===== config.mk =====
export PLATFORM = sky130hd
export DESIGN_NAME = bpru_row_decode
export DESIGN_NICKNAME = d
export VERILOG_FILES = /design/src/rtl/bpru_pkg.sv /design/src/rtl/bpru_row_decode.sv
export SDC_FILE = /design/constraint.sdc
export NUM_CORES = 1
export LEC_CHECK = 0
export BUFFER_PORTS_ARGS = -buffer_cell sky130_fd_sc_hd__buf_2
export CAP_MARGIN = 0
export CORE_UTILIZATION = 64
export CTS_CLUSTER_SIZE = 10
export DETAILED_ROUTE_END_ITERATION = 8
export PLACE_DENSITY = 0.88
export SLEW_MARGIN = 20
export SYNTH_ARGS = -nofsm -noshare
export SYNTH_HDL_FRONTEND = slang
export SYNTH_SLANG_ARGS = --single-unit

===== constraint.sdc =====
create_clock -name aclk -period 12.6 [get_ports aclk]
set_input_delay 1.26 -clock aclk [delete_from_list [all_inputs] [get_ports aclk]]
set_output_delay 1.26 -clock aclk [all_outputs]
set_load 0.02 [all_outputs]

===== src/rtl/bpru_pkg.sv =====
// Shared types, format codes and widening tables for the BMP pixel row unpacker.
`timescale 1ns / 1ps

package bpru_pkg;

    typedef enum logic [2:0] {
        FMT_1BPP  = 3'd0,
        FMT_4BPP  = 3'd1,
        FMT_8BPP  = 3'd2,
        FMT_16BPP = 3'd3,
        FMT_24BPP = 3'd4,
        FMT_32BPP = 3'd5
    } fmt_t;

    localparam logic REQ_DATA    = 1'b0;
    localparam logic REQ_PALETTE = 1'b1;

    // Configuration register indexes (byte address bit 2 selects)
    localparam logic REG_PIXEL_FORMAT = 1'b0;
    localparam logic REG_ROW_WIDTH    = 1'b1;

    localparam logic [2:0]  PIXEL_FORMAT_RESET = 3'd4;
    localparam logic [12:0] ROW_WIDTH_RESET    = 13'd1;

    typedef logic [31:0][7:0] lut5_t;
    typedef logic [63:0][7:0] lut6_t;

    function automatic lut5_t build_exp5();
        lut5_t t;
        for (int i = 0; i < 32; i++) begin
            t[i] = 8'((i * 255) / 31);
        end
        return t;
    endfunction

    function automatic lut6_t build_exp6();
        lut6_t t;
        for (int i = 0; i < 64; i++) begin
            t[i] = 8'((i * 255) / 63);
        end
        return t;
    endfunction

    localparam lut5_t EXP5_LUT = build_exp5();
    localparam lut6_t EXP6_LUT = build_exp6();

    // One unit of work handed from the row decoder to the pixel issue stage
    typedef struct packed {
        logic        wr;       // palette entry write
        logic        pal;      // pixels are palette indices
        fmt_t        fmt;
        logic [7:0]  data;     // raw byte for index extraction
        logic [2:0]  last;     // index of the last pixel of this item
        logic        row_end;  // last pixel closes the row
        logic [7:0]  idx;      // palette entry to write
        logic [23:0] rgb;      // direct color, or palette write data
    } job_t;

endpackage


===== src/rtl/bpru_row_decode.sv =====
// Row position tracking and per-byte pixel job formation.
`timescale 1ns / 1ps

module bpru_row_decode #(
    parameter int MAX_WIDTH = 4096
) (
    input  logic              aclk,
    input  logic              aresetn,
    input  logic              accept,
    input  logic              req_type,
    input  logic [7:0]        data_byte,
    input  logic [7:0]        pal_index,
    input  logic [7:0]        pal_red,
    input  logic [7:0]        pal_green,
    input  logic [7:0]        pal_blue,
    input  logic [2:0]        pixel_format,
    input  logic [12:0]       row_width,
    input  logic              cfg_clear,
    output logic              job_load,
    output bpru_pkg::job_t    job
);

    localparam int PW = $clog2(MAX_WIDTH + 1);
    localparam int CW = PW + 4;
    localparam int RW = PW + 3;

    logic [PW-1:0] pix_reg,   pix_next;
    logic [RW-1:0] byte_reg,  byte_next;
    logic [1:0]    phase_reg, phase_next;
    logic [23:0]   part_reg,  part_next;

    bpru_pkg::fmt_t fmt;
    logic [PW-1:0]  w;
    logic [RW-1:0]  wr_w;
    logic [RW-1:0]  rb;
    logic [PW-1:0]  remaining;
    logic [3:0]     n;
    logic [23:0]    merged;
    logic [1:0]     last_phase;
    logic [CW-1:0]  pix_sum;

    always_comb begin
        case (pixel_format)
            bpru_pkg::FMT_1BPP:  fmt = bpru_pkg::FMT_1BPP;
            bpru_pkg::FMT_4BPP:  fmt = bpru_pkg::FMT_4BPP;
            bpru_pkg::FMT_8BPP:  fmt = bpru_pkg::FMT_8BPP;
            bpru_pkg::FMT_16BPP: fmt = bpru_pkg::FMT_16BPP;
            bpru_pkg::FMT_32BPP: fmt = bpru_pkg::FMT_32BPP;
            default:             fmt = bpru_pkg::FMT_24BPP;
        endcase

        if (row_width == 13'd0) begin
            w = PW'(1);
        end else if (32'(row_width) > 32'(MAX_WIDTH)) begin
            w = PW'(MAX_WIDTH);
        end else begin
            w = PW'(row_width);
        end
        wr_w = RW'(w);

        // Bytes per padded row
        case (fmt)
            bpru_pkg::FMT_1BPP:  rb = (((wr_w + RW'(7)) >> 3) + RW'(3)) & ~RW'(3);
            bpru_pkg::FMT_4BPP:  rb = (((wr_w + RW'(1)) >> 1) + RW'(3)) & ~RW'(3);
            bpru_pkg::FMT_8BPP:  rb = (wr_w + RW'(3)) & ~RW'(3);
            bpru_pkg::FMT_16BPP: rb = ((wr_w << 1) + RW'(3)) & ~RW'(3);
            bpru_pkg::FMT_32BPP: rb = wr_w << 2;
            default:             rb = ((wr_w << 1) + wr_w + RW'(3)) & ~RW'(3);
        endcase
    end

    always_comb begin
        pix_next   = pix_reg;
        byte_next  = byte_reg;
        phase_next = phase_reg;
        part_next  = part_reg;
        n          = 4'd0;
        remaining  = w - pix_reg;
        last_phase = (fmt == bpru_pkg::FMT_32BPP) ? 2'd3 : 2'd2;
        merged     = part_reg;
        pix_sum    = CW'(pix_reg);

        job         = '0;
        job.wr      = (req_type == bpru_pkg::REQ_PALETTE);
        job.fmt     = fmt;
        job.data    = data_byte;
        job.idx     = pal_index;
        job.pal     = (fmt == bpru_pkg::FMT_1BPP) || (fmt == bpru_pkg::FMT_4BPP) ||
                      (fmt == bpru_pkg::FMT_8BPP);

        case (phase_reg)
            2'd0:    merged = part_reg | {16'd0, data_byte};
            2'd1:    merged = part_reg | {8'd0, data_byte, 8'd0};
            2'd2:    merged = part_reg | {data_byte, 16'd0};
            default: merged = part_reg;
        endcase

        if (req_type == bpru_pkg::REQ_PALETTE) begin
            job.rgb = {pal_red, pal_green, pal_blue};
        end else begin
            byte_next = byte_reg + RW'(1);
            if (pix_reg < w) begin
                case (fmt)
                    bpru_pkg::FMT_1BPP: begin
                        n = (CW'(remaining) >= CW'(8)) ? 4'd8 : 4'(remaining);
                    end
                    bpru_pkg::FMT_4BPP: begin
                        n = (CW'(remaining) >= CW'(2)) ? 4'd2 : 4'd1;
                    end
                    bpru_pkg::FMT_8BPP: begin
                        n = 4'd1;
                    end
                    bpru_pkg::FMT_16BPP: begin
                        if (phase_reg == 2'd0) begin
                            part_next  = {16'd0, data_byte};
                            phase_next = 2'd1;
                        end else begin
                            n          = 4'd1;
                            job.rgb    = {bpru_pkg::EXP5_LUT[data_byte[7:3]],
                                          bpru_pkg::EXP6_LUT[{data_byte[2:0], part_reg[7:5]}],
                                          bpru_pkg::EXP5_LUT[part_reg[4:0]]};
                            phase_next = 2'd0;
                            part_next  = '0;
                        end
                    end
                    default: begin
                        if (phase_reg >= last_phase) begin
                            n          = 4'd1;
                            job.rgb    = merged;
                            phase_next = 2'd0;
                            part_next  = '0;
                        end else begin
                            phase_next = phase_reg + 2'd1;
                            part_next  = merged;
                        end
                    end
                endcase
            end
            pix_sum  = CW'(pix_reg) + CW'(n);
            pix_next = PW'(pix_sum);
            if (byte_next >= rb) begin
                pix_next   = '0;
                byte_next  = '0;
                phase_next = 2'd0;
                part_next  = '0;
            end
        end

        job.last    = 3'(n - 4'd1);
        job.row_end = (pix_sum == CW'(w));
        job_load    = accept && (job.wr || (n != 4'd0));
    end

    always_ff @(posedge aclk) begin
        if (!aresetn || cfg_clear) begin
            pix_reg   <= '0;
            byte_reg  <= '0;
            phase_reg <= 2'd0;
            part_reg  <= '0;
        end else if (accept) begin
            pix_reg   <= pix_next;
            byte_reg  <= byte_next;
            phase_reg <= phase_next;
            part_reg  <= part_next;
        end
    end

endmodule


== Word-level counts from Yosys, hierarchy flattened ==
Memory sizes are Yosys's and may differ from the RTL's. A register that Yosys moved wholly into a read port is not among the register bits.
Cells that the tools add are included.
Cells by class
  add/subtract/negate cells: 13
  $lt $le $gt $ge: 9
  equal/unequal tests: 12
  mux-type cells: 37
  bitwise logic cells: 4
  reductions and logical operators: 15
Operator list (count)
  $mux 24: 7
  $pmux 24 s2: 2
  $pmux 16 s5: 1
  $pmux 24 s3: 1
  $mux 13: 3
  $mux 8: 4
  $add 13x2->14 const B: 2
  $or 24x16->24: 1
  $or 24x24->24: 1
  $or 24x8->24: 1
  $eq 17x13->1: 1
  $add 15x2->16 const B: 1
  $add 16x1->16 const B: 1
  $ge 16x16->1: 1
  $mux 16: 1
  $mux 4: 4
  $pmux 4 s4: 1
  $add 14x13->15: 1
  $add 14x2->15 const B: 1
  $pmux 3 s5: 1
  $add 13x1->14 const B: 1
  $add 13x3->14 const B: 1
  $add 13x4->14: 1
  $mux 14: 1
  other kinds (33): 50
Word-level totals
  bits in registers: 55
  bits in read-only memories: 1024
  bits of input ports: 61
  output and inout bits: 50
  logic and storage cells: 97
  memories kept: 3
Memory list
  (name not given): words 64, bits a word 8, rd ports 1, clocked after memory_dff 0, write ports 0, RTL line bpru_row_decode.sv:120  | bpru_pkg::EXP6_LUT[{data_byte[2:0], part_reg[7:5]}],
  (name not given): words 32, bits a word 8, rd ports 1, clocked after memory_dff 1, write ports 0, RTL line bpru_row_decode.sv:121  | bpru_pkg::EXP5_LUT[part_reg[4:0]]};
  (name not given): words 32, bits a word 8, rd ports 1, clocked after memory_dff 0, write ports 0, RTL line bpru_row_decode.sv:119  | job.rgb = {bpru_pkg::EXP5_LUT[data_byte[7:3]],

== Depth between registers and ports, before layout ==
  depth in word-level cells: 13
  mapped depth: 27

== Least setup slack after synthesis ==
No wires, ideal clock.
  path kind: in2out
  from: in row_width[7]
  to: out job[32] (netlist bit)
  arrival: 7.525 ns
  data required time: 11.340 ns
  setup slack: 3.815 ns
  cell stages on the path: 27
  path buffers: 0
  cells stage by stage: nor4_2 a31oi_2 nor2_1 inv_1 ha_1 fa_1 nor2b_1 o21a_1 o21ai_1 a21boi_0 o21ai_0 a2111oi_0 nand3_1 o21a_1 nor2_1 ha_1 inv_1 fa_1 nor2b_1 o21ai_0 a2111oi_2 nand4_1 nor2_1 xnor2_1 a211oi_1 o21ai_0 a2111oi_0
RTL lines
  start: declaration: RTL line bpru_row_decode.sv:17  | input logic [12:0] row_width,
  end: declaration: RTL line bpru_row_decode.sv:20  | output bpru_pkg::job_t job

==> results.ini <==
[synth]
synth_top_family_by_area = compound AO/OA/AOI/OAI gates
synthAdderAreaFrac = 0.120
synth_top_area_frac = 0.163
synthArstFlopShare = 0
yosys_warnings = 0
ys_types = 76
ys_seq_elements = 63
syn_area_sq_um = 7750
yosysSeqAreaShare = 0.163
synth-simple-area-share = 0.255
synthesis.nets = 1213
synth.area.mux_share = 0.0136
synth_xor_area_frac = 0.0960
synth_compound_area_frac = 0.280
avgSynthCellArea_sq_um = 7.16
synth_edf_count = 0
synth_ff_type = dfxtp_1
synthTopCellsByArea = dfxtp_1 (16%), ha_1 (11%), xnor2_1 (6.3%)
synth_area_leader_cell = dfxtp_1
ys_top_cells_by_count = nor2_1 (121), a21oi_1 (95), nand2_1 (80), o21ai_0 (74), ha_1 (67)
synth.most_common_cell = nor2_1
postSynthCellCount = 1083

[clock_network]
cts_root_buf = clkbuf_16
cts_tree = done
htreeDepth = 3
cts.sinks = 63
clockBufferDepth = 2
clk_latency_ps = 340
numCtsBuffers = 9
path_clk_slew_ps = 60
cts_setup_buffers = 0
ctsHoldBuffers = 0
cts-resized-gates = 0

[critical_path]
end_kind = primary output
crit_top_cell = a21oi_1
crit_path_start_kind = primary input
crit_path_top_delay_cell = nor4b_1
critPathMaxStageDelay_ps = 700
path_class = in -> out
critical_path_peak_fanout = 8
cp.arrival_ps = 8390
cp_data_required_time_ps = 11340

[timing]
period_needed_ps = 9650
setup_viol = 0
fin_skew_ps = 10.4
hold_viol = 0
fin_ws_ps = 2950
tns_ps = 0
maxSlewHeadroom = 0.263
tightest_slew_ps = 1100
holdWs_ps = 476
fmax_mhz = 104
fin_crit_sh = 0.766
slew_viol_final = 0
rsz0062_at_grt = false

[global_routing]
track_usage = 0.364
grt-ovfl-total = 0
grt_max_degree = 51
grt_pass1_vias = 7666
antenna_found_initial = 0
grt_pass1_wl_mm = 37.0

[die]
die_h_microns = 112
core_area_sq_um = 11600
start_util = 0.668
die_w_microns = 112
fp-row-count = 39
ios = 111
die-area_sq_um = 12600

[power_and_ir_drop]
p_leak_nw = 3.43
p_switching_mw = 0.227
clockPowerShare = 0.394
p_sw_frac = 0.346
powerDensity_nw_per_um2 = 77.7
combPwrFrac = 0.299
ir_drop_mv = 0.108
pwr-share-seq = 0.307
p_int_mw = 0.427

[layout]
area_growth_pct = 8.60
drive_gt1_frac = 0.134
antenna-diode-count = 0
fin_util = 0.725
nNetsFinal = 1250

[routing]
first_pass_iters = 7
routedWlPerCell_microns = 18.1
drc = 3
drt.antenna.violating_nets = 0
drt-total-wl_mm = 23.0
drt_iter0_drc = 947
vias_per_cell = 6.63
vias = 8405

[hold_path]
hp-class = reg -> reg

[run]
maxCapViolations = 0

[placement]
portBuffers = 94
dpl.hpwl_mm = 17.1
gp_congestion = 0.996
pre_cts_slack_ps = 3210

[status]
violations = design-rule violations
status = finished, violations left

==> layer usage <==
metal,track usage,vias to the layer above,part of all wire
met5,0,-,0
met4,0.173,0,0.042
met3,0.0707,99,0.11
met2,0.590,486,0.45
met1,0.467,3847,0.40
li1,-,3973,-
==> worst max-delay path: cells and delay by family <==
kind / cells / cell delay (ps)
AOI/OAI and AO/OA: 12 / 2750
xor gates and xnor gates: 1 / 80
adders and majority gates: 3 / 930
buffers and inverters: 3 / 550
muxes: 2 / 490
and+or+nand+nor: 6 / 2300
==> power by group through the flow <==
stage          combinational [mW]  sequential, mW  clock (mW)
2_1_floorplan               0.143           0.205           0
3_5_place_dp                0.190           0.205           0
5_1_grt                     0.211           0.201       0.270
4_1_cts                     0.191           0.201       0.259
6_report                    0.195           0.201       0.257
3_3_place_gp                0.186           0.205           0
==> logic make-up (layout without fill, tap and decap cells) <==
logic type	count (synthesis)	in the layout
flops	63	63
fa+ha+maj	74	74
xor+xnor	85	85
compound gates	335	335
mux	10	10
buf+inv	132	174
simple gates	384	384
==> area by class of cell <==
cell class	instances	area (sq um)
Multi-Input combinational cell	888	5930
Clock buffer	9	225
Tap cell	143	179
Fill cell	991	3190
Clock inverter	7	78.8
Sequential cell	63	1260
Timing Repair Buffer	103	538
Inverter	55	206
==> cell usage in the layout, fill, tap and decap left out, types with 17 or more instances in the layout <==
cell type	count
a22o_1	33
xor2_1	29
xnor2_1	56
nor2b_1	22
ha_1	67
nand2_1	80
a21oi_1	95
nor3_1	31
inv_1	52
nand3_1	22
nor2_1	120
buf_2	94
nand2b_1	17
o21ai_0	74
dfxtp_1	63
==> final timing paths <==
| kind | startpoint | to | slack (ps) | depth (start not counted) |
|---|---|---|---|---|
| max reg2reg | pix_reg[4]$_SDFFE_PP0P_ | pix_reg[12]$_SDFFE_PP0P_ | 7170 | 20 |
| min reg2reg | part_reg[13]$_SDFFE_PP0N_ | part_reg[13]$_SDFFE_PP0N_ | 480 | 2 |
| min | part_reg[13]$_SDFFE_PP0N_ | part_reg[13]$_SDFFE_PP0N_ | 480 | 2 |
| max | row_width[7] | job[32] | 2950 | 27 |
==> stage by stage <==
step,power [mW],cells,area (sq um)
2_1_floorplan,0.348,1083,7750
3_3_place_gp,0.392,1252,8120
3_5_place_dp,0.395,1252,8120
4_1_cts,0.651,1268,8420
5_1_grt,0.682,1268,8420
6_report,0.654,1268,8420
Note: power is estimated with default switching activity, not from simulation.
